==> src/design/olb_pkg.sv <==
package olb_pkg;

   localparam int ACTION_BITS = 2;
   localparam int OUT_BITS    = 8;
   localparam int LIGHT_BITS  = 2;
   localparam int DELAY_BITS  = 4;
   localparam int LIMIT_BITS  = 8;
   localparam int ADDR_BITS   = 2;
   localparam int DATA_BITS   = 8;

   // input actions
   localparam logic [ACTION_BITS-1:0] ACT_TICK   = 2'd0;
   localparam logic [ACTION_BITS-1:0] ACT_ARRIVE = 2'd1;
   localparam logic [ACTION_BITS-1:0] ACT_ENTER  = 2'd2;

   // light codes
   localparam logic [LIGHT_BITS-1:0] LIGHT_RED   = 2'd0;
   localparam logic [LIGHT_BITS-1:0] LIGHT_NORTH = 2'd1;
   localparam logic [LIGHT_BITS-1:0] LIGHT_SOUTH = 2'd2;

   // register addresses
   localparam logic [ADDR_BITS-1:0] CSR_SWAP_LIMIT = 2'd0;
   localparam logic [ADDR_BITS-1:0] CSR_RECHECK    = 2'd1;
   localparam logic [ADDR_BITS-1:0] CSR_CLEARANCE  = 2'd2;

   localparam logic [LIMIT_BITS-1:0] SWAP_LIMIT_RESET = 8'd5;
   localparam logic [DELAY_BITS-1:0] RECHECK_RESET    = 4'd1;
   localparam logic [DELAY_BITS-1:0] CLEARANCE_RESET  = 4'd5;

   typedef struct packed {
      logic [ACTION_BITS-1:0] action;
      logic                   direction;
   } item_type;

   typedef struct packed {
      logic [LIMIT_BITS-1:0] swap_limit;
      logic [DELAY_BITS-1:0] recheck_ticks;
      logic [DELAY_BITS-1:0] clearance_ticks;
   } cfg_type;

   typedef struct packed {
      logic [LIGHT_BITS-1:0] light;
      logic [OUT_BITS-1:0]   north_waiting;
      logic [OUT_BITS-1:0]   south_waiting;
      logic [OUT_BITS-1:0]   on_bridge;
      logic                  travel_dir;
      logic                  error_flag;
   } result_type;

   // a delay of zero counts as one
   function automatic logic [DELAY_BITS-1:0] at_least_one(input logic [DELAY_BITS-1:0] v);
      return (v == '0) ? DELAY_BITS'(1) : v;
   endfunction

endpackage

==> src/design/olb_req_if.sv <==
interface olb_req_if;
   logic                            valid;
   logic                            ready;
   logic [olb_pkg::ACTION_BITS-1:0] action;
   logic                            direction;

   modport source (output valid, action, direction, input ready);
   modport sink   (input valid, action, direction, output ready);
endinterface

==> src/design/olb_rsp_if.sv <==
interface olb_rsp_if;
   logic                           valid;
   logic                           ready;
   logic [olb_pkg::LIGHT_BITS-1:0] light;
   logic [olb_pkg::OUT_BITS-1:0]   north_waiting;
   logic [olb_pkg::OUT_BITS-1:0]   south_waiting;
   logic [olb_pkg::OUT_BITS-1:0]   on_bridge;
   logic                           travel_dir;
   logic                           error_flag;

   modport source (output valid, light, north_waiting, south_waiting, on_bridge, travel_dir,
                   error_flag, input ready);
   modport sink   (input valid, light, north_waiting, south_waiting, on_bridge, travel_dir,
                   error_flag, output ready);
endinterface

==> src/design/olb_csr_if.sv <==
interface olb_csr_if;
   logic                          valid;
   logic                          ready;
   logic [olb_pkg::ADDR_BITS-1:0] addr;
   logic [olb_pkg::DATA_BITS-1:0] data;

   modport source (output valid, addr, data, input ready);
   modport sink   (input valid, addr, data, output ready);
endinterface

==> src/design/olb_in_stage.sv <==
module olb_in_stage (
   input  logic              clock,
   input  logic              reset,
   olb_req_if.sink           req_chan,
   input  logic              advance,
   output logic              item_valid,
   output olb_pkg::item_type item
);

   logic              valid_ff;
   olb_pkg::item_type item_ff;
   logic              take;

   assign req_chan.ready = !valid_ff || advance;
   assign take           = req_chan.valid && req_chan.ready;

   always_ff @(posedge clock) begin
      if (reset) begin
         valid_ff <= 1'b0;
      end else if (take) begin
         valid_ff <= 1'b1;
      end else if (advance) begin
         valid_ff <= 1'b0;
      end
   end

   always_ff @(posedge clock) begin
      if (take) begin
         item_ff.action    <= req_chan.action;
         item_ff.direction <= req_chan.direction;
      end
   end

   assign item_valid = valid_ff;
   assign item       = item_ff;

endmodule

==> src/design/olb_engine.sv <==
module olb_engine #(
   parameter int CROSS_TICKS = 5,
   parameter int COUNT_BITS  = 8
) (
   input  logic                clock,
   input  logic                reset,
   input  logic                fire,
   input  olb_pkg::item_type   item,
   input  olb_pkg::cfg_type    cfg,
   output olb_pkg::result_type result
);

   localparam int CMP_BITS  = (COUNT_BITS > olb_pkg::LIMIT_BITS) ? COUNT_BITS
                                                                 : olb_pkg::LIMIT_BITS;
   localparam int LEAVE_IDX = 1 % CROSS_TICKS;
   localparam logic [COUNT_BITS-1:0] COUNT_MAX = {COUNT_BITS{1'b1}};

   logic [COUNT_BITS-1:0]           north_ff, north_in;
   logic [COUNT_BITS-1:0]           south_ff, south_in;
   logic [COUNT_BITS-1:0]           bridge_ff, bridge_in;
   logic [COUNT_BITS-1:0]           passed_ff, passed_in;
   logic                            heading_ff, heading_in;
   logic [olb_pkg::LIGHT_BITS-1:0]  light_ff, light_in;
   logic                            side_ff, side_in;
   logic [olb_pkg::DELAY_BITS-1:0]  countdown_ff, countdown_in;
   // slot 0 is the one filling now; slot k empties k ticks from now
   logic [COUNT_BITS-1:0]           slots_ff [CROSS_TICKS];
   logic [COUNT_BITS-1:0]           slots_in [CROSS_TICKS];

   logic                  err;
   logic [COUNT_BITS-1:0] leaving;
   logic [COUNT_BITS-1:0] own;
   logic [COUNT_BITS-1:0] other;
   logic                  clearing;

   always_comb begin
      north_in     = north_ff;
      south_in     = south_ff;
      bridge_in    = bridge_ff;
      passed_in    = passed_ff;
      heading_in   = heading_ff;
      light_in     = light_ff;
      side_in      = side_ff;
      countdown_in = countdown_ff;
      slots_in     = slots_ff;
      err          = 1'b0;
      leaving      = slots_ff[LEAVE_IDX];
      own          = side_ff ? south_ff : north_ff;
      other        = side_ff ? north_ff : south_ff;
      clearing     = 1'b0;

      if (fire) begin
         case (item.action)
            olb_pkg::ACT_TICK: begin
               // rotate the exit line, the slot entered fresh starts empty
               for (int k = 0; k < CROSS_TICKS; k++) begin
                  if (k == CROSS_TICKS - 1) begin
                     slots_in[k] = slots_ff[0];
                  end else begin
                     slots_in[k] = slots_ff[k+1];
                  end
               end
               slots_in[0] = '0;

               if (leaving > bridge_ff) begin
                  err       = 1'b1;
                  bridge_in = '0;
               end else begin
                  bridge_in = bridge_ff - leaving;
               end

               if (countdown_ff > olb_pkg::DELAY_BITS'(1)) begin
                  countdown_in = countdown_ff - olb_pkg::DELAY_BITS'(1);
               end else if (own != '0 &&
                            (CMP_BITS'(passed_ff) <= CMP_BITS'(cfg.swap_limit) ||
                             other == '0)) begin
                  light_in     = side_ff ? olb_pkg::LIGHT_SOUTH : olb_pkg::LIGHT_NORTH;
                  countdown_in = olb_pkg::at_least_one(cfg.recheck_ticks);
               end else begin
                  clearing     = bridge_in != '0 && other != '0 && heading_ff == side_ff;
                  light_in     = olb_pkg::LIGHT_RED;
                  passed_in    = '0;
                  side_in      = !side_ff;
                  countdown_in = olb_pkg::at_least_one(clearing ? cfg.clearance_ticks
                                                                : cfg.recheck_ticks);
               end
            end

            olb_pkg::ACT_ARRIVE: begin
               if (item.direction) begin
                  if (south_ff == COUNT_MAX) err = 1'b1;
                  else                       south_in = south_ff + 1'b1;
               end else begin
                  if (north_ff == COUNT_MAX) err = 1'b1;
                  else                       north_in = north_ff + 1'b1;
               end
            end

            olb_pkg::ACT_ENTER: begin
               if (item.direction) begin
                  if (south_ff == '0) err = 1'b1;
                  else                south_in = south_ff - 1'b1;
               end else begin
                  if (north_ff == '0) err = 1'b1;
                  else                north_in = north_ff - 1'b1;
               end
               heading_in = item.direction;
               if (passed_ff == COUNT_MAX)   err = 1'b1;
               else                          passed_in = passed_ff + 1'b1;
               if (bridge_ff == COUNT_MAX)   err = 1'b1;
               else                          bridge_in = bridge_ff + 1'b1;
               if (slots_ff[0] == COUNT_MAX) err = 1'b1;
               else                          slots_in[0] = slots_ff[0] + 1'b1;
            end

            default: begin
            end
         endcase
      end
   end

   always_ff @(posedge clock) begin
      if (reset) begin
         north_ff     <= '0;
         south_ff     <= '0;
         bridge_ff    <= '0;
         passed_ff    <= '0;
         heading_ff   <= 1'b0;
         light_ff     <= olb_pkg::LIGHT_RED;
         side_ff      <= 1'b0;
         countdown_ff <= olb_pkg::DELAY_BITS'(1);
         for (int k = 0; k < CROSS_TICKS; k++) begin
            slots_ff[k] <= '0;
         end
      end else begin
         north_ff     <= north_in;
         south_ff     <= south_in;
         bridge_ff    <= bridge_in;
         passed_ff    <= passed_in;
         heading_ff   <= heading_in;
         light_ff     <= light_in;
         side_ff      <= side_in;
         countdown_ff <= countdown_in;
         slots_ff     <= slots_in;
      end
   end

   assign result.light         = light_in;
   assign result.north_waiting = olb_pkg::OUT_BITS'(north_in);
   assign result.south_waiting = olb_pkg::OUT_BITS'(south_in);
   assign result.on_bridge     = olb_pkg::OUT_BITS'(bridge_in);
   assign result.travel_dir    = heading_in;
   assign result.error_flag    = err;

   a_countdown_nonzero: assert property (@(posedge clock) disable iff (reset)
      countdown_ff != '0)
      else $error("evaluation countdown reached zero");

   a_light_on_tick_only: assert property (@(posedge clock) disable iff (reset)
      !(fire && item.action == olb_pkg::ACT_TICK) |=> $stable(light_ff))
      else $error("light changed without a tick");

   a_red_clears_passed: assert property (@(posedge clock) disable iff (reset)
      (fire && light_ff != olb_pkg::LIGHT_RED && light_in == olb_pkg::LIGHT_RED)
      |=> passed_ff == '0)
      else $error("passed count not cleared on red");

   a_arrive_keeps_bridge: assert property (@(posedge clock) disable iff (reset)
      (fire && item.action == olb_pkg::ACT_ARRIVE) |=> $stable(bridge_ff))
      else $error("arrival changed the bridge count");

endmodule

==> src/design/one_lane_bridge_light_control_unit.sv <==
// Path: a transaction accepted into the input register passes through the update logic
//   into the result register, where it can be taken; a stalled sink holds it in place.
// Throughput: one transaction per cycle unless the response sink stalls; the event logic
//   is a single pass of counter updates and compares between input and result registers.
// Reset: synchronous, active high; clears all counts, the exit delay line and both
//   pipeline valids, sets the light red and the registers to their defaults.
module one_lane_bridge_light_control_unit #(
   parameter int CROSS_TICKS = 5,
   parameter int COUNT_BITS  = 8
) (
   input logic       clock,
   input logic       reset,
   olb_req_if.sink   req_chan,
   olb_rsp_if.source rsp_chan,
   olb_csr_if.sink   csr_chan
);

   // configuration registers
   olb_pkg::cfg_type    cfg_ff;

   // input stage
   logic                item_valid;
   olb_pkg::item_type   item;

   // result stage
   logic                rsp_valid_ff;
   olb_pkg::result_type result_ff;
   olb_pkg::result_type result;

   logic                advance;
   logic                fire;

   // Advance the pipe whenever the result register is empty or being drained.
   assign advance = !rsp_valid_ff || rsp_chan.ready;
   assign fire    = item_valid && advance;

   // Configuration writes are always taken; unknown addresses are dropped.
   assign csr_chan.ready = 1'b1;

   always_ff @(posedge clock) begin
      if (reset) begin
         cfg_ff.swap_limit      <= olb_pkg::SWAP_LIMIT_RESET;
         cfg_ff.recheck_ticks   <= olb_pkg::RECHECK_RESET;
         cfg_ff.clearance_ticks <= olb_pkg::CLEARANCE_RESET;
      end else if (csr_chan.valid) begin
         case (csr_chan.addr)
            olb_pkg::CSR_SWAP_LIMIT: begin
               cfg_ff.swap_limit <= csr_chan.data;
            end
            olb_pkg::CSR_RECHECK: begin
               cfg_ff.recheck_ticks <= olb_pkg::DELAY_BITS'(csr_chan.data);
            end
            olb_pkg::CSR_CLEARANCE: begin
               cfg_ff.clearance_ticks <= olb_pkg::DELAY_BITS'(csr_chan.data);
            end
            default: begin
            end
         endcase
      end
   end

   // Hold the accepted transaction until the engine consumes it.
   olb_in_stage u_in_stage (
      .clock      (clock),
      .reset      (reset),
      .req_chan   (req_chan),
      .advance    (advance),
      .item_valid (item_valid),
      .item       (item)
   );

   // Bridge state and the per-event update; the result is the post-update snapshot.
   olb_engine #(
      .CROSS_TICKS (CROSS_TICKS),
      .COUNT_BITS  (COUNT_BITS)
   ) u_engine (
      .clock  (clock),
      .reset  (reset),
      .fire   (fire),
      .item   (item),
      .cfg    (cfg_ff),
      .result (result)
   );

   // Result register: load on advance, hold while the sink stalls.
   always_ff @(posedge clock) begin
      if (reset) begin
         rsp_valid_ff <= 1'b0;
      end else if (advance) begin
         rsp_valid_ff <= item_valid;
      end
   end

   always_ff @(posedge clock) begin
      if (fire) begin
         result_ff <= result;
      end
   end

   assign rsp_chan.valid         = rsp_valid_ff;
   assign rsp_chan.light         = result_ff.light;
   assign rsp_chan.north_waiting = result_ff.north_waiting;
   assign rsp_chan.south_waiting = result_ff.south_waiting;
   assign rsp_chan.on_bridge     = result_ff.on_bridge;
   assign rsp_chan.travel_dir    = result_ff.travel_dir;
   assign rsp_chan.error_flag    = result_ff.error_flag;

endmodule
==> src/flat_wrapper.sv <==
// flat-port wrapper written by rule: the top's interface ports become plain ports
module one_lane_bridge_light_control_unit_flat 
#(
   parameter int CROSS_TICKS = 5,
   parameter int COUNT_BITS  = 8
)
  (clock, reset, req_chan_valid, req_chan_action, req_chan_direction, req_chan_ready, rsp_chan_valid, rsp_chan_light, rsp_chan_north_waiting, rsp_chan_south_waiting, rsp_chan_on_bridge, rsp_chan_travel_dir, rsp_chan_error_flag, rsp_chan_ready, csr_chan_valid, csr_chan_addr, csr_chan_data, csr_chan_ready);
  olb_req_if req_chan_i ();
  olb_rsp_if rsp_chan_i ();
  olb_csr_if csr_chan_i ();
  input logic clock;
  input logic reset;
  input wire logic [$bits(req_chan_i.valid)-1:0] req_chan_valid;
  input wire logic [$bits(req_chan_i.action)-1:0] req_chan_action;
  input wire logic [$bits(req_chan_i.direction)-1:0] req_chan_direction;
  output wire logic [$bits(req_chan_i.ready)-1:0] req_chan_ready;
  output wire logic [$bits(rsp_chan_i.valid)-1:0] rsp_chan_valid;
  output wire logic [$bits(rsp_chan_i.light)-1:0] rsp_chan_light;
  output wire logic [$bits(rsp_chan_i.north_waiting)-1:0] rsp_chan_north_waiting;
  output wire logic [$bits(rsp_chan_i.south_waiting)-1:0] rsp_chan_south_waiting;
  output wire logic [$bits(rsp_chan_i.on_bridge)-1:0] rsp_chan_on_bridge;
  output wire logic [$bits(rsp_chan_i.travel_dir)-1:0] rsp_chan_travel_dir;
  output wire logic [$bits(rsp_chan_i.error_flag)-1:0] rsp_chan_error_flag;
  input wire logic [$bits(rsp_chan_i.ready)-1:0] rsp_chan_ready;
  input wire logic [$bits(csr_chan_i.valid)-1:0] csr_chan_valid;
  input wire logic [$bits(csr_chan_i.addr)-1:0] csr_chan_addr;
  input wire logic [$bits(csr_chan_i.data)-1:0] csr_chan_data;
  output wire logic [$bits(csr_chan_i.ready)-1:0] csr_chan_ready;
  assign req_chan_i.valid = req_chan_valid;
  assign req_chan_i.action = req_chan_action;
  assign req_chan_i.direction = req_chan_direction;
  assign req_chan_ready = req_chan_i.ready;
  assign rsp_chan_valid = rsp_chan_i.valid;
  assign rsp_chan_light = rsp_chan_i.light;
  assign rsp_chan_north_waiting = rsp_chan_i.north_waiting;
  assign rsp_chan_south_waiting = rsp_chan_i.south_waiting;
  assign rsp_chan_on_bridge = rsp_chan_i.on_bridge;
  assign rsp_chan_travel_dir = rsp_chan_i.travel_dir;
  assign rsp_chan_error_flag = rsp_chan_i.error_flag;
  assign rsp_chan_i.ready = rsp_chan_ready;
  assign csr_chan_i.valid = csr_chan_valid;
  assign csr_chan_i.addr = csr_chan_addr;
  assign csr_chan_i.data = csr_chan_data;
  assign csr_chan_ready = csr_chan_i.ready;
  one_lane_bridge_light_control_unit #(.CROSS_TICKS(CROSS_TICKS), .COUNT_BITS(COUNT_BITS)) u_core (.clock(clock), .reset(reset), .req_chan(req_chan_i), .rsp_chan(rsp_chan_i), .csr_chan(csr_chan_i));
endmodule
==> config.mk <==
export PLATFORM = sky130hd
export DESIGN_NAME = one_lane_bridge_light_control_unit_flat
export DESIGN_NICKNAME = d
export VERILOG_FILES = /design/src/design/olb_pkg.sv /design/src/design/olb_req_if.sv /design/src/design/olb_rsp_if.sv /design/src/design/olb_csr_if.sv /design/src/design/olb_in_stage.sv /design/src/design/olb_engine.sv /design/src/design/one_lane_bridge_light_control_unit.sv /design/src/flat_wrapper.sv
export SDC_FILE = /design/constraint.sdc
export NUM_CORES = 1
export LEC_CHECK = 0
export ABC_CLOCK_PERIOD_IN_PS = 2900
export BUFFER_PORTS_ARGS = -buffer_cell sky130_fd_sc_hd__buf_2
export CAP_MARGIN = 20
export CORE_MARGIN = 10
export CORE_UTILIZATION = 55
export DETAILED_ROUTE_END_ITERATION = 6
export GPL_TIMING_DRIVEN = 0
export PLACE_DENSITY = 0.85
export REMOVE_ABC_BUFFERS = 1
export SYNTH_ARGS = -nofsm -noshare
export SYNTH_HDL_FRONTEND = slang
export SYNTH_SLANG_ARGS = --single-unit
==> constraint.sdc <==
create_clock -name clock -period 2.9 [get_ports clock]
set_input_delay 0.58 -clock clock [delete_from_list [all_inputs] [get_ports clock]]
set_output_delay 0.58 -clock clock [all_outputs]
set_load 0.03 [all_outputs]
# Word-level counts from Yosys, hierarchy flattened
# Index checks and enable logic that the tools add are counted.
# op_classes
n_reduce_logical	30
mul	0
addsub	9
shifts	0
eq_ne	14
n_div	0
magnitude_cmp	3
n_mux	51
bitwise_logic	2
# ops
operator	n
$mux 8	21
$pmux 8 s2	5
$add 8x1->8 const B	5
$eq 8x8->1 const B	5
$logic_not 8->1	3
$reduce_bool 8->1	3
$mux 4	5
$sub 8x1->8 const B	2
$mux 1	14
$mux 2	5
$gt 8x8->1	1
$le 8x8->1	1
$logic_not 4->1	2
$ne 2x2->1 const B	4
$reduce_and 2->1	4
$sub 8x8->8	1
$logic_and 1x1->1	5
$reduce_and 5->1	1
$eq 2x1->1 const B	2
$eq 2x2->1 const B	2
$gt 4x1->1 const B	1
$logic_not 2->1	2
$reduce_and 4->1	1
$reduce_bool 2->1	2
other kinds (7)	12
# totals
ram_bits	0
ff_bits	129
memories	0
mem_bits_ro	0
in_bits	18
out_inout_bits	31
latchBits	0

# Longest topological paths before layout
# Gate-level depths: netlist of the first run.
# depth
ltp_word	12
mapped_depth	11
ltp_nobuf	11

# Cells and area by module
# Synthesis of the first run repeated with hierarchy kept, for this count alone.
# unflattened
cells_unflattened	800
hier_area_um2	6889.1
# modules_own_cells
module	n_inst	seq_area_each_um2	cells_each	area_per_inst_um2
olb_engine	1	1601.5	692	5177.5
one_lane_bridge_light_control_unit	1	1181.1	100	1566.5
olb_in_stage	1	110.1	8	145.1

# Worst setup path after synthesis of the first run
# No wires, ideal clock.
# synth_path
path_type	input to register
startpoint	input rsp_chan_ready
endpoint	register u_core.u_engine.slots_ff[39] (netlist name)
cell_stages	9
n_path_buf	1
setup_slack_ns	-0.076
arrival_ns	2.855
path_cell_list	nor2b_1 -> nor2b_1 -> clkbuf_1 -> nand2_1 -> nand2_1 -> nand2_1 -> nor4_1 -> xnor2_1 -> nor2_1
# synth_via
elab_chain_len	3
# synth_rtl
element	line_no	rtl
start, declared	flat_wrapper.sv:24	input wire logic [$bits(rsp_chan_i.ready)-1:0] rsp_chan_ready;
$logic_or 1x1->1	one_lane_bridge_light_control_unit.sv:34	assign advance = !rsp_valid_ff || rsp_chan.ready;
$logic_and 1x1->1	one_lane_bridge_light_control_unit.sv:35	assign fire = item_valid && advance;
via u_core.fire	one_lane_bridge_light_control_unit.sv:31	logic fire;
$reduce_and 3->1 (no source line)	n/a	
end signal, assigned	olb_engine.sv:144	slots_ff <= slots_in;
end, declared	olb_engine.sv:27	logic [COUNT_BITS-1:0] slots_ff [CROSS_TICKS];
# The timed path passes the listed nets, and every way through them passes these cells.
# A chain may end at the register's enable or synchronous reset.

# Final worst setup path of the first run
# layout_path
startpoint	register u_core.u_engine.bridge_ff[0]
endpoint	register u_core.u_engine.countdown_ff[3] (netlist name)
# layout_via
elab_chain_len	12
elab_cells_between_ends	13
classes_between	add/sub (1); order compare (1); mux (7); reduce/logical (4)
# layout_rtl
element	line_no	rtl
start, declared	olb_engine.sv:20	logic [COUNT_BITS-1:0] bridge_ff, bridge_in;
start signal, assigned	olb_engine.sv:138	bridge_ff <= bridge_in;
$sub 8x8->8 or $gt 8x8->1 (tied branches)	olb_engine.sv:69, olb_engine.sv:65	
$mux 8 *	olb_engine.sv:65	if (leaving > bridge_ff) begin
$mux 8 *	olb_engine.sv:53	case (item.action)
$mux 8 *	olb_engine.sv:52	if (fire) begin
$reduce_bool 8->1 *	olb_engine.sv:80	clearing = bridge_in != '0 && other != '0 && heading_ff == side_ff;
$logic_and 1x1->1 * (2 in a row)	olb_engine.sv:80	
$mux 4 *	olb_engine.sv:84	countdown_in = olb_pkg::at_least_one(clearing ? cfg.clearance_ticks
$logic_not 4->1	olb_pkg.sv:52	return (v == '0) ? DELAY_BITS'(1) : v;
$mux 4 *	olb_pkg.sv:52	
$mux 4 *	olb_engine.sv:74	end else if (own != '0 &&
$mux 4 *	olb_engine.sv:72	if (countdown_ff > olb_pkg::DELAY_BITS'(1)) begin
end signal, assigned	olb_engine.sv:131	countdown_ff <= olb_pkg::DELAY_BITS'(1);
end signal, assigned	olb_engine.sv:143	countdown_ff <= countdown_in;
end, declared	olb_engine.sv:25	logic [olb_pkg::DELAY_BITS-1:0] countdown_ff, countdown_in;
# Mark *: on every way between the ends. The rest lies on a longest branch, timed or not. The select of a mux whose other input is x is not followed.

==> results of run 1 <==
-- cells by family after synthesis --
family,after synthesis,share of synthesized area (%)
xor gates and xnor gates,10,1.31
muxes,15,2.30
buffers and inverters,79,4.73
other,1,0.0560
and+or+nand+nor,331,24.0
DFF,129,43.2
AOI/OAI and AO/OA,192,18.5
adders and majority gates,31,5.90
-- metal layers --
metal  GRT usage, %  share of wire [%]  routed length, um  up-vias
met5              0                  0                  0        -
met4           7.06                1.8                285        0
met3           4.71                6.3                990       34
met2           29.6                 46               7200      234
met1           24.0                 46               7120     2699
li1               -                  -                  -     2889
-- worst max path at each step --
stage,startpoint,end,depth (start not counted)
finish,u_core.u_engine.bridge_ff[0]$_SDFF_PP0_,u_core.u_engine.countdown_ff[3]$_SDFFE_PP0P_,11
global route,u_core.u_engine.bridge_ff[0]$_SDFF_PP0_,u_core.u_engine.countdown_ff[3]$_SDFFE_PP0P_,11
global placement,rsp_chan_ready,u_core.u_engine.slots_ff[39]$_SDFFE_PP0P_,9
CTS,u_core.u_engine.bridge_ff[0]$_SDFF_PP0_,u_core.u_engine.countdown_ff[3]$_SDFFE_PP0P_,11
floorplan,rsp_chan_ready,u_core.u_engine.slots_ff[39]$_SDFFE_PP0P_,8
detailed placement,rsp_chan_ready,u_core.u_engine.slots_ff[39]$_SDFFE_PP0P_,9
-- power by group through the flow --
| stage | combinational [W] | sequential (W) | clock (W) |
|---|---|---|---|
| 2_1_floorplan | 0.000145 | 0.00196 | 0 |
| 3_3_place_gp | 0.000267 | 0.00193 | 0 |
| 3_5_place_dp | 0.000281 | 0.00193 | 0 |
| 4_1_cts | 0.000288 | 0.00189 | 0.00224 |
| 5_1_grt | 0.000320 | 0.00190 | 0.00233 |
| 6_report | 0.000294 | 0.00190 | 0.00221 |
-- state kept, by name, indices dropped and copies added, names as in the netlist, 8 cells and up --
| name | flops |
|---|---|
| u_core.rsp_chan.south_waiting | 8 |
| u_core.cfg_ff | 16 |
| u_core.u_engine.north_ff | 8 |
| u_core.u_engine.leaving | 8 |
| u_core.u_engine.bridge_ff | 8 |
| u_core.rsp_chan.on_bridge | 8 |
| u_core.u_engine.passed_ff | 8 |
| u_core.rsp_chan.north_waiting | 8 |
| u_core.u_engine.south_ff | 8 |
| u_core.u_engine.slots_ff | 32 |
-- worst max-delay path, stage by stage (launching register included) --
cell      delay, ns
dfxtp_2        0.36
inv_1          0.07
ha_1           0.22
fa_2           0.42
nand2b_4       0.17
a21oi_1        0.17
xnor2_1        0.16
nand4_1        0.13
a211o_1        0.35
and3_4         0.19
mux2_1         0.33
a311oi_2       0.22
-- stage by stage --
step	hold WS, ns	power [W]	std cells	area [sq um]	setup TNS (ns)
3_5_place_dp	0.442	0.00221	949	7050	-22.22
4_1_cts	0.317	0.00442	983	7710	-0.00363
3_3_place_gp	0.437	0.00220	946	6960	-265.11
2_1_floorplan	0.426	0.00210	752	6540	-88.36
6_report	0.329	0.00440	984	7750	0
5_1_grt	0.310	0.00455	984	7750	-0.116
-- what timing repair did --
action,4_1_cts,5_1_grt
cloned,1,0
setup endpoints to repair,42,21
setup buffers,1,1
resized for setup,9,9
pin swaps,1,3
-- layout by cell type (no fill, tap or decap), types with 5 or more instances in the layout --
cell type,count
and3_1,8
nor4_1,5
inv_1,43
a211o_1,6
o22ai_1,8
a21oi_1,76
a311o_1,5
o32ai_1,8
a211oi_1,8
o221ai_1,5
nor2b_1,30
o21ai_0,32
nor2_1,67
nand2_1,116
nor3_1,21
a31oi_1,6
clkbuf_16,17
edfxtp_1,31
buf_2,46
or3_1,23
dfxtp_1,96
and2_1,7
nand4_1,9
nand3_1,19
xnor2_1,5
ha_1,29
mux2i_1,12
-- layout make-up --
class | count | share of cell area [%]
inverter | 43 | 2.08
sequential | 129 | 37.4
clock buffer | 23 | 6.30
clock inverter | 9 | 1.63
multi-input combinational | 581 | 46.1
tap | 147 | 2.37
timing repair buffer | 52 | 4.16
==> results.yml, run 1 <==
setup_path:
  worstPathMaxFanout: 5
  r2r-start: "u_core.u_engine.bridge_ff[0]$_SDFF_PP0_"
  r2r-end: "u_core.u_engine.countdown_ff[3]$_SDFFE_PP0P_"
  crit_path_end_kind: "register"
  cp_data_arrival_time_ns: 3.23
  r2r_slack_ns: 0.009
  start_kind: "register"
  r2r_cells: 11
  required_ns: 3.24
  crit_type: "reg2reg"
routing:
  ant_nets: 0
  firstDrtPassIters: 5
  vias: 5856
  drt-total-wl_um: 15600
  viasPerCell: 5.95
  wl_per_cell_um: 15.9
  drcViolationCount: 0
  drt_iter0_markers: 630
clock_tree:
  clock_path_buffers: 2
  cts_root_buffer: "clkbuf_16"
  clkSinkCount: 129
  cts_hold_buf: 0
  numCtsBuffers: 17
  cts_tree: "yes"
  htreeDepth: 4
  clock_latency_ns: 0.43
  clk_pin_slew_ns: 0.05
global_routing:
  antenna_found_initial: 0
  grtUsageTotal_pct: 18.6
  grt-ovfl-total: 0
  grt_max_degree: 73
  grt_pass1_vias: 5488
  grt_pass1_wl_um: 25600
sta:
  fin_ws_ns: 0.00906
  clock.fmax_mhz: 346
  finalSetupViolations: 0
  fin_crit_sh_pct: 99.7
  skew_ns: 0.00846
  rsz0062_at_grt: "true"
  slew_headroom_pct: 28.1
  period_needed_ns: 2.89
  final_hold_viol_count: 0
  slew_viol_final: 0
  worst_pin_slew_ns: 1.07
cells_and_area:
  drive_above_1_share_pct: 13.6
  areaGrowthSynthToFinish_pct: 15.8
  nFillCells: 963
  multi_input_area_sq_mm: 0.00357
  seqCellArea_sq_mm: 0.00290
  nets: 873
  diodes: 0
  final_util_pct: 64.8
placement:
  io_buffers: 47
  pre_cts_ws_ns: -0.774
  gp_congestion: 0.905
  hpwl_um: 10200
die:
  core_area_sq_mm: 0.0120
  initial_utilization_pct: 56.0
  die_area_sq_mm: 0.0170
  die_w_um: 130
  pin_count: 49
  die_y_um: 130
  rows: 40
yosys:
  yosysTopAreaCell: "dfxtp_1"
  ys_types: 67
  seq_area_frac_synth_pct: 43.2
  synth_common_cells: "nand2_1 (118), dfxtp_1 (98), a21oi_1 (77)"
  synthDominantCellAreaShare_pct: 29.3
  yosys_warnings: 0
  ys.flop_type: "dfxtp_1"
  ys_seq_elements: 129
  synth_area_leaders: "dfxtp_1 (29%), edfxtp_1 (14%), nand2_1 (6.6%)"
  netlist_instances: 788
  async_flop_share_pct: 0
  yosysMostFrequentCell: "nand2_1"
  netlist_area_sq_mm: 0.00670
  synth_area_per_cell_sq_um: 8.50
  synth_edf_count: 31
hold_path:
  whs_endpoint: "u_core.u_in_stage.item[2]$_DFFE_PP_"
  min_path_cells: 1
  hold_class: "in2reg"
  min-delay-start: "req_chan_action[1]"
power:
  p_int_w: 0.00341
  clkPwrFrac_pct: 50.3
  p_leak_nw: 2.94
  switchingPower_w: 0.000996
  seqPwrFrac_pct: 43.0
  ir_drop_mv: 0.439
  power.density_mw_per_mm2: 568
  netSwitchingFraction_pct: 22.6
  pwr-share-comb_pct: 6.7
run_status:
  status: "completed"
flow_run:
  drv_cap: 0
No activity file was read; power rests on OpenSTA's default activity.
==> run 2: changes to the inputs <==
Settings changed: CAP_MARGIN 20 to unset, CORE_UTILIZATION 55 to 40, PLACE_DENSITY 0.85 to 0.67.
==> run 2 against run 1 <==
Cell count rose by 7.6%. Utilization shrank 17 points. Clock-buffer cell count shrank 1. Fmax grew 3.9%. Highest routed layer unchanged.
==> results.yml, run 2 (synthesis gave the netlist of run 1 again) <==
clock_tree:
  cts_tree: "yes"
  clock_latency_ns: 0.43
  htreeDepth: 4
  clkSinkCount: 129
  cts_root_buffer: "clkbuf_16"
  clk_pin_slew_ns: 0.06
  numCtsBuffers: 17
  clock_path_buffers: 2
  cts_hold_buf: 0
hold_path:
  hold_class: "in2reg"
  min-delay-start: "req_chan_action[1]"
  whs_endpoint: "u_core.u_in_stage.item[2]$_DFFE_PP_"
  min_path_cells: 1
sta:
  clock.fmax_mhz: 359
  slew_viol_final: 0
  finalSetupTns_ns: 0
  final_hold_viol_count: 0
  slew_headroom_pct: 44.6
  finalSetupViolations: 0
  worst_pin_slew_ns: 0.827
  rsz0062_at_grt: "true"
  fin_crit_sh_pct: 95.9
  skew_ns: 0.00712
  period_needed_ns: 2.78
routing:
  vias: 5616
  firstDrtPassIters: 4
  drt_iter0_markers: 436
  viasPerCell: 5.30
  drt-total-wl_um: 15200
  ant_nets: 0
  drcViolationCount: 0
  wl_per_cell_um: 14.4
die:
  initial_utilization_pct: 40.5
  die_area_sq_mm: 0.0223
  die_y_um: 149
  core_area_sq_mm: 0.0165
  pin_count: 49
  die_w_um: 149
  rows: 47
cells_and_area:
  seqCellArea_sq_mm: 0.00290
  diodes: 0
  reg_top3: "u_core.u_engine.slots_ff (32), u_core.cfg_ff (16)"
  largest_reg_flops: 32
  drive_above_1_share_pct: 14.7
  regMostFlops: "u_core.u_engine.slots_ff"
  nets: 875
  nFillCells: 1547
  final_util_pct: 47.9
  final_cell_mix: "nand2_1 (116), dfxtp_1 (97), a21oi_1 (75), nor2_1 (67), buf_2 (46)"
  multi_input_area_sq_mm: 0.00359
  areaGrowthSynthToFinish_pct: 18.1
  layout_commonest_cell: "nand2_1"
  fin_area_sq_mm: 0.00791
global_routing:
  grt_pass1_wl_um: 25300
  grt-ovfl-total: 0
  antenna_found_initial: 0
  grtUsageTotal_pct: 13.9
  grt_pass1_vias: 4981
  grt_max_degree: 88
power:
  p_total_w: 0.00453
  p_leak_nw: 2.97
  ir_drop_mv: 0.423
  power.density_mw_per_mm2: 573
setup_path:
  max_stage_delay_ns: 0.41
  crit_slowest_cell: "fa_2"
  cp_data_arrival_time_ns: 3.13
  crit_family: "compound AO/OA/AOI/OAI gates"
  r2r-end: "u_core.u_engine.countdown_ff[3]$_SDFFE_PP0P_"
  worstPathMaxFanout: 4
  required_ns: 3.25
  r2r-start: "u_core.u_engine.bridge_ff[0]$_SDFF_PP0_"
  crit_chain: "inv_2 -> ha_2 -> fa_2 -> nand2b_4 -> a21oi_4 -> o21a_1 -> nor2_1 -> o32ai_2 -> and3_4 -> mux2_4 -> a311oi_2"
  crit_type: "reg2reg"
  r2r_slack_ns: 0.12
  crit_buf_inv: 1
  start_kind: "register"
  r2r_cells: 11
  crit_path_end_kind: "register"
run_status:
  status: "completed"
placement:
  io_buffers: 47
  hpwl_um: 10400
  gp_congestion: 0.859
  place_area_sq_mm: 0.00711
flow_run:
  drv_cap: 0
## run 2: changes by cell type in the layout (fill, tap and decap cells not counted), moves of 2 or more
cell       change
buf_4          +4
clkbuf_16      +3
clkbuf_8       -3
clkinv_2       -2
clkinv_4       +3
dfxtp_2        -2
## run 2: layout make-up
type	count	area share, %
flip-flops and latches	129	36.6
clock buffers	22	6.55
clock inverters	10	1.77
well taps	220	3.48
inverters	43	2.04
multi-input cells	580	45.4
repair buffers	55	4.18
## run 2: worst max path at each step
stage | startpoint | endpoint | depth (start not counted)
floorplan | rsp_chan_ready | u_core.u_engine.slots_ff[39]$_SDFFE_PP0P_ | 8
global placement | rsp_chan_ready | u_core.u_engine.passed_ff[1]$_SDFFE_PP0P_ | 8
detailed placement | rsp_chan_ready | u_core.u_engine.passed_ff[6]$_SDFFE_PP0P_ | 9
CTS | u_core.u_engine.bridge_ff[0]$_SDFF_PP0_ | u_core.u_engine.countdown_ff[3]$_SDFFE_PP0P_ | 11
global route | u_core.u_engine.bridge_ff[3]$_SDFF_PP0_ | u_core.u_engine.countdown_ff[3]$_SDFFE_PP0P_ | 9
finish | u_core.u_engine.bridge_ff[0]$_SDFF_PP0_ | u_core.u_engine.countdown_ff[3]$_SDFFE_PP0P_ | 11
## run 2: timing repair
action,4_1_cts,5_1_grt
gates resized for setup,11,14
buffers inserted,4,2
pin swaps,6,8
setup endpoints to repair,36,16
## run 2: metal layers
layer  vias up  share of wire (%)  global-route usage (%)
met3        21                4.4                    3.76
li1       2891                  -                       -
met5         -                  0                       0
met4         0                1.6                    5.10
met2       106                 44                    20.3
met1      2598                 50                    19.2
## run 2: through the flow
step	cells	setup WS (ns)	hold WS [ns]
global placement	1019	-3.41	0.438
floorplan	752	-1.47	0.426
finish	1059	0.118	0.327
CTS	1057	0.0287	0.308
detailed placement	1021	-0.746	0.442
global route	1059	-0.0252	0.307
## run 2: power breakdown
part           internal, W  leakage, nW  switching (W)
Clock              0.00153        0.327       0.000814
Combinational    0.0000935         1.55       0.000200
Sequential         0.00187         1.09      0.0000193
Total              0.00350         2.97        0.00103
## run 2: worst register-to-register path: cells and delay by family (launching register included)
| kind | cells | cell delay [ns] |
|---|---|---|
| AOI/OAI and AO/OA | 4 | 0.90 |
| adders and majority gates | 2 | 0.59 |
| and+or+nand+nor | 3 | 0.50 |
| DFF | 1 | 0.36 |
| muxes | 1 | 0.31 |
| buffers and inverters | 1 | 0.04 |
==> run 3: changes to the inputs <==
Settings changed: GPL_TIMING_DRIVEN 0 to 1.
==> run 3 against run 2 <==
Clock power fell by 8.5%. Via count rose by 2.5%. Clock-buffer cell count fell by 1. Sequential cell count did not move. Critical endpoint is now u_core.u_engine.passed_ff[1]$_SDFFE_PP0P_.
==> results.yml, run 3 (synthesis gave the netlist of run 1 again) <==
sta:
  slew_headroom_pct: 46.1
  clock.fmax_mhz: 368
  slew_viol_final: 0
  final_hold_viol_count: 0
  fin_crit_sh_pct: 93.7
  period_needed_ns: 2.72
  worst_pin_slew_ns: 0.805
  finalSetupViolations: 0
  finalSetupTns_ns: 0
  rsz0062_at_grt: "false"
  skew_ns: 0.0134
cells_and_area:
  seqCellArea_sq_mm: 0.00289
  final_cell_count_no_fill: 1072
  layout_commonest_cell: "nand2_1"
  drive_above_1_share_pct: 14.6
  areaGrowthSynthToFinish_pct: 17.4
  fin_area_sq_mm: 0.00786
  reg_top3: "u_core.u_engine.slots_ff (32), u_core.cfg_ff (16)"
  diodes: 0
  nets: 888
  multi_input_area_sq_mm: 0.00354
  nFillCells: 1563
  final_util_pct: 47.6
  regMostFlops: "u_core.u_engine.slots_ff"
  final_cell_mix: "nand2_1 (118), dfxtp_1 (98), a21oi_1 (76), nor2_1 (67), buf_2 (46)"
  largest_reg_flops: 32
setup_path:
  crit_chain: "or4_4 -> or3_4 -> nor3_4 -> nor2_2 -> o21a_4 -> o31a_1 -> or3_1 -> a21oi_1"
  path_depth: 8
  start_kind: "register"
  worstPathMaxFanout: 8
  crit_slowest_cell: "or4_4"
  r2r_slack_ns: 0.18
  max_stage_delay_ns: 0.58
  r2r-end: "u_core.u_engine.passed_ff[1]$_SDFFE_PP0P_"
  r2r_cells: 8
  r2r-start: "u_core.u_engine.north_ff[3]$_SDFF_PP0_"
  crit_type: "reg2reg"
  crit_path_end_kind: "register"
  crit_buf_inv: 0
  cp_data_arrival_time_ns: 3.06
  required_ns: 3.25
  crit_family: "simple AND/OR/NAND/NOR gates"
global_routing:
  grtUsageMet1_pct: 19.8
  grtUsageTotal_pct: 14.6
  grt-ovfl-total: 0
  grt_max_degree: 63
  grt_pass1_wl_um: 26600
  use_met3_pct: 4.22
  gr-usage-met2_pct: 21.7
  grt_pass1_vias: 5238
  antenna_found_initial: 0
  grt-busiest-layer: "met2"
routing:
  vias: 5755
  drcViolationCount: 0
  ant_nets: 0
  firstDrtPassIters: 5
  drt_iter0_markers: 536
  wl_per_cell_um: 14.7
  viasPerCell: 5.37
  drt-total-wl_um: 15800
clock_tree:
  clkSinkCount: 129
  numCtsBuffers: 17
  cts_root_buffer: "clkbuf_16"
  cts_tree: "yes"
  clock_path_buffers: 2
  clock_latency_ns: 0.43
  clk_pin_slew_ns: 0.06
  cts_hold_buf: 0
  htreeDepth: 4
die:
  pin_count: 49
  die_w_um: 149
  core_area_sq_mm: 0.0165
  initial_utilization_pct: 40.5
  rows: 47
  die_y_um: 149
  die_area_sq_mm: 0.0223
power:
  seqPwrFrac_pct: 43.6
  p_int_w: 0.00331
  clkPwrFrac_pct: 49.6
  switchingPower_w: 0.00103
  p_total_w: 0.00434
  netSwitchingFraction_pct: 23.8
  power.density_mw_per_mm2: 552
  pwr-share-comb_pct: 6.8
  p_leak_nw: 2.96
  ir_drop_mv: 0.429
hold_path:
  hold_class: "in2reg"
  min_path_cells: 1
  whs_endpoint: "u_core.u_in_stage.item[2]$_DFFE_PP_"
  min-delay-start: "req_chan_action[1]"
placement:
  placed_cells: 1040
  io_buffers: 47
  place_area_sq_mm: 0.00722
  gp_congestion: 0.860
  hpwl_um: 11200
run_status:
  status: "completed"
flow_run:
  drv_cap: 0
-- run 3: how the worst max path moves through the flow --
stage,end,slack (ns),start
floorplan,u_core.u_engine.slots_ff[39]$_SDFFE_PP0P_,-1.47,rsp_chan_ready
global placement,u_core.u_engine.countdown_ff[3]$_SDFFE_PP0P_,0.1,u_core.u_engine.bridge_ff[0]$_SDFF_PP0_
detailed placement,u_core.u_engine.countdown_ff[3]$_SDFFE_PP0P_,0.02,u_core.u_engine.bridge_ff[0]$_SDFF_PP0_
CTS,u_core.u_engine.countdown_ff[3]$_SDFFE_PP0P_,0.01,u_core.u_engine.bridge_ff[0]$_SDFF_PP0_
global route,u_core.u_engine.countdown_ff[0]$_SDFFE_PP1P_,0.005,u_core.u_engine.bridge_ff[0]$_SDFF_PP0_
finish,u_core.u_engine.passed_ff[1]$_SDFFE_PP0P_,0.18,u_core.u_engine.north_ff[3]$_SDFF_PP0_
-- run 3: timing repair --
action,4_1_cts,5_1_grt
endpoints found under the setup margin,0,25
setup buffers,0,0
resized for setup,0,9
-- run 3: worst register-to-register path: cells and delay by family, from the launching register on --
kind	cells	cell delay (ns)
and+or+nand+nor	5	1.64
AOI/OAI and AO/OA	3	0.66
DFF	1	0.35
-- run 3: metrics by stage --
step	hold WS (ns)	setup WS [ns]
2_1_floorplan	0.426	-1.47
3_3_place_gp	0.438	0.0972
3_5_place_dp	0.444	0.0198
4_1_cts	0.318	0.0109
5_1_grt	0.315	0.00508
6_report	0.336	0.184
-- run 3: layer usage --
layer	up-vias	share of wire, %	wire length (um)
met5	-	0	0
met2	146	44	6970
met4	0	1.5	233
li1	2927	-	-
met1	2663	50	7820
met3	19	4.9	768
-- run 3: area by class of cell --
class | instances | area share, %
multi-input cells | 580 | 45.0
inverters | 43 | 2.05
clock inverters | 11 | 1.61
well taps | 220 | 3.50
repair buffers | 68 | 5.03
clock buffers | 21 | 5.98
flip-flops and latches | 129 | 36.8
-- run 3: power groups by stage --
stage               Clock, W  Combinational, W  Sequential, W
detailed placement         0          0.000293        0.00193
finish               0.00215          0.000294        0.00189
floorplan                  0          0.000145        0.00196
global placement           0          0.000291        0.00193
global route         0.00229          0.000327        0.00190
CTS                  0.00220          0.000294        0.00189
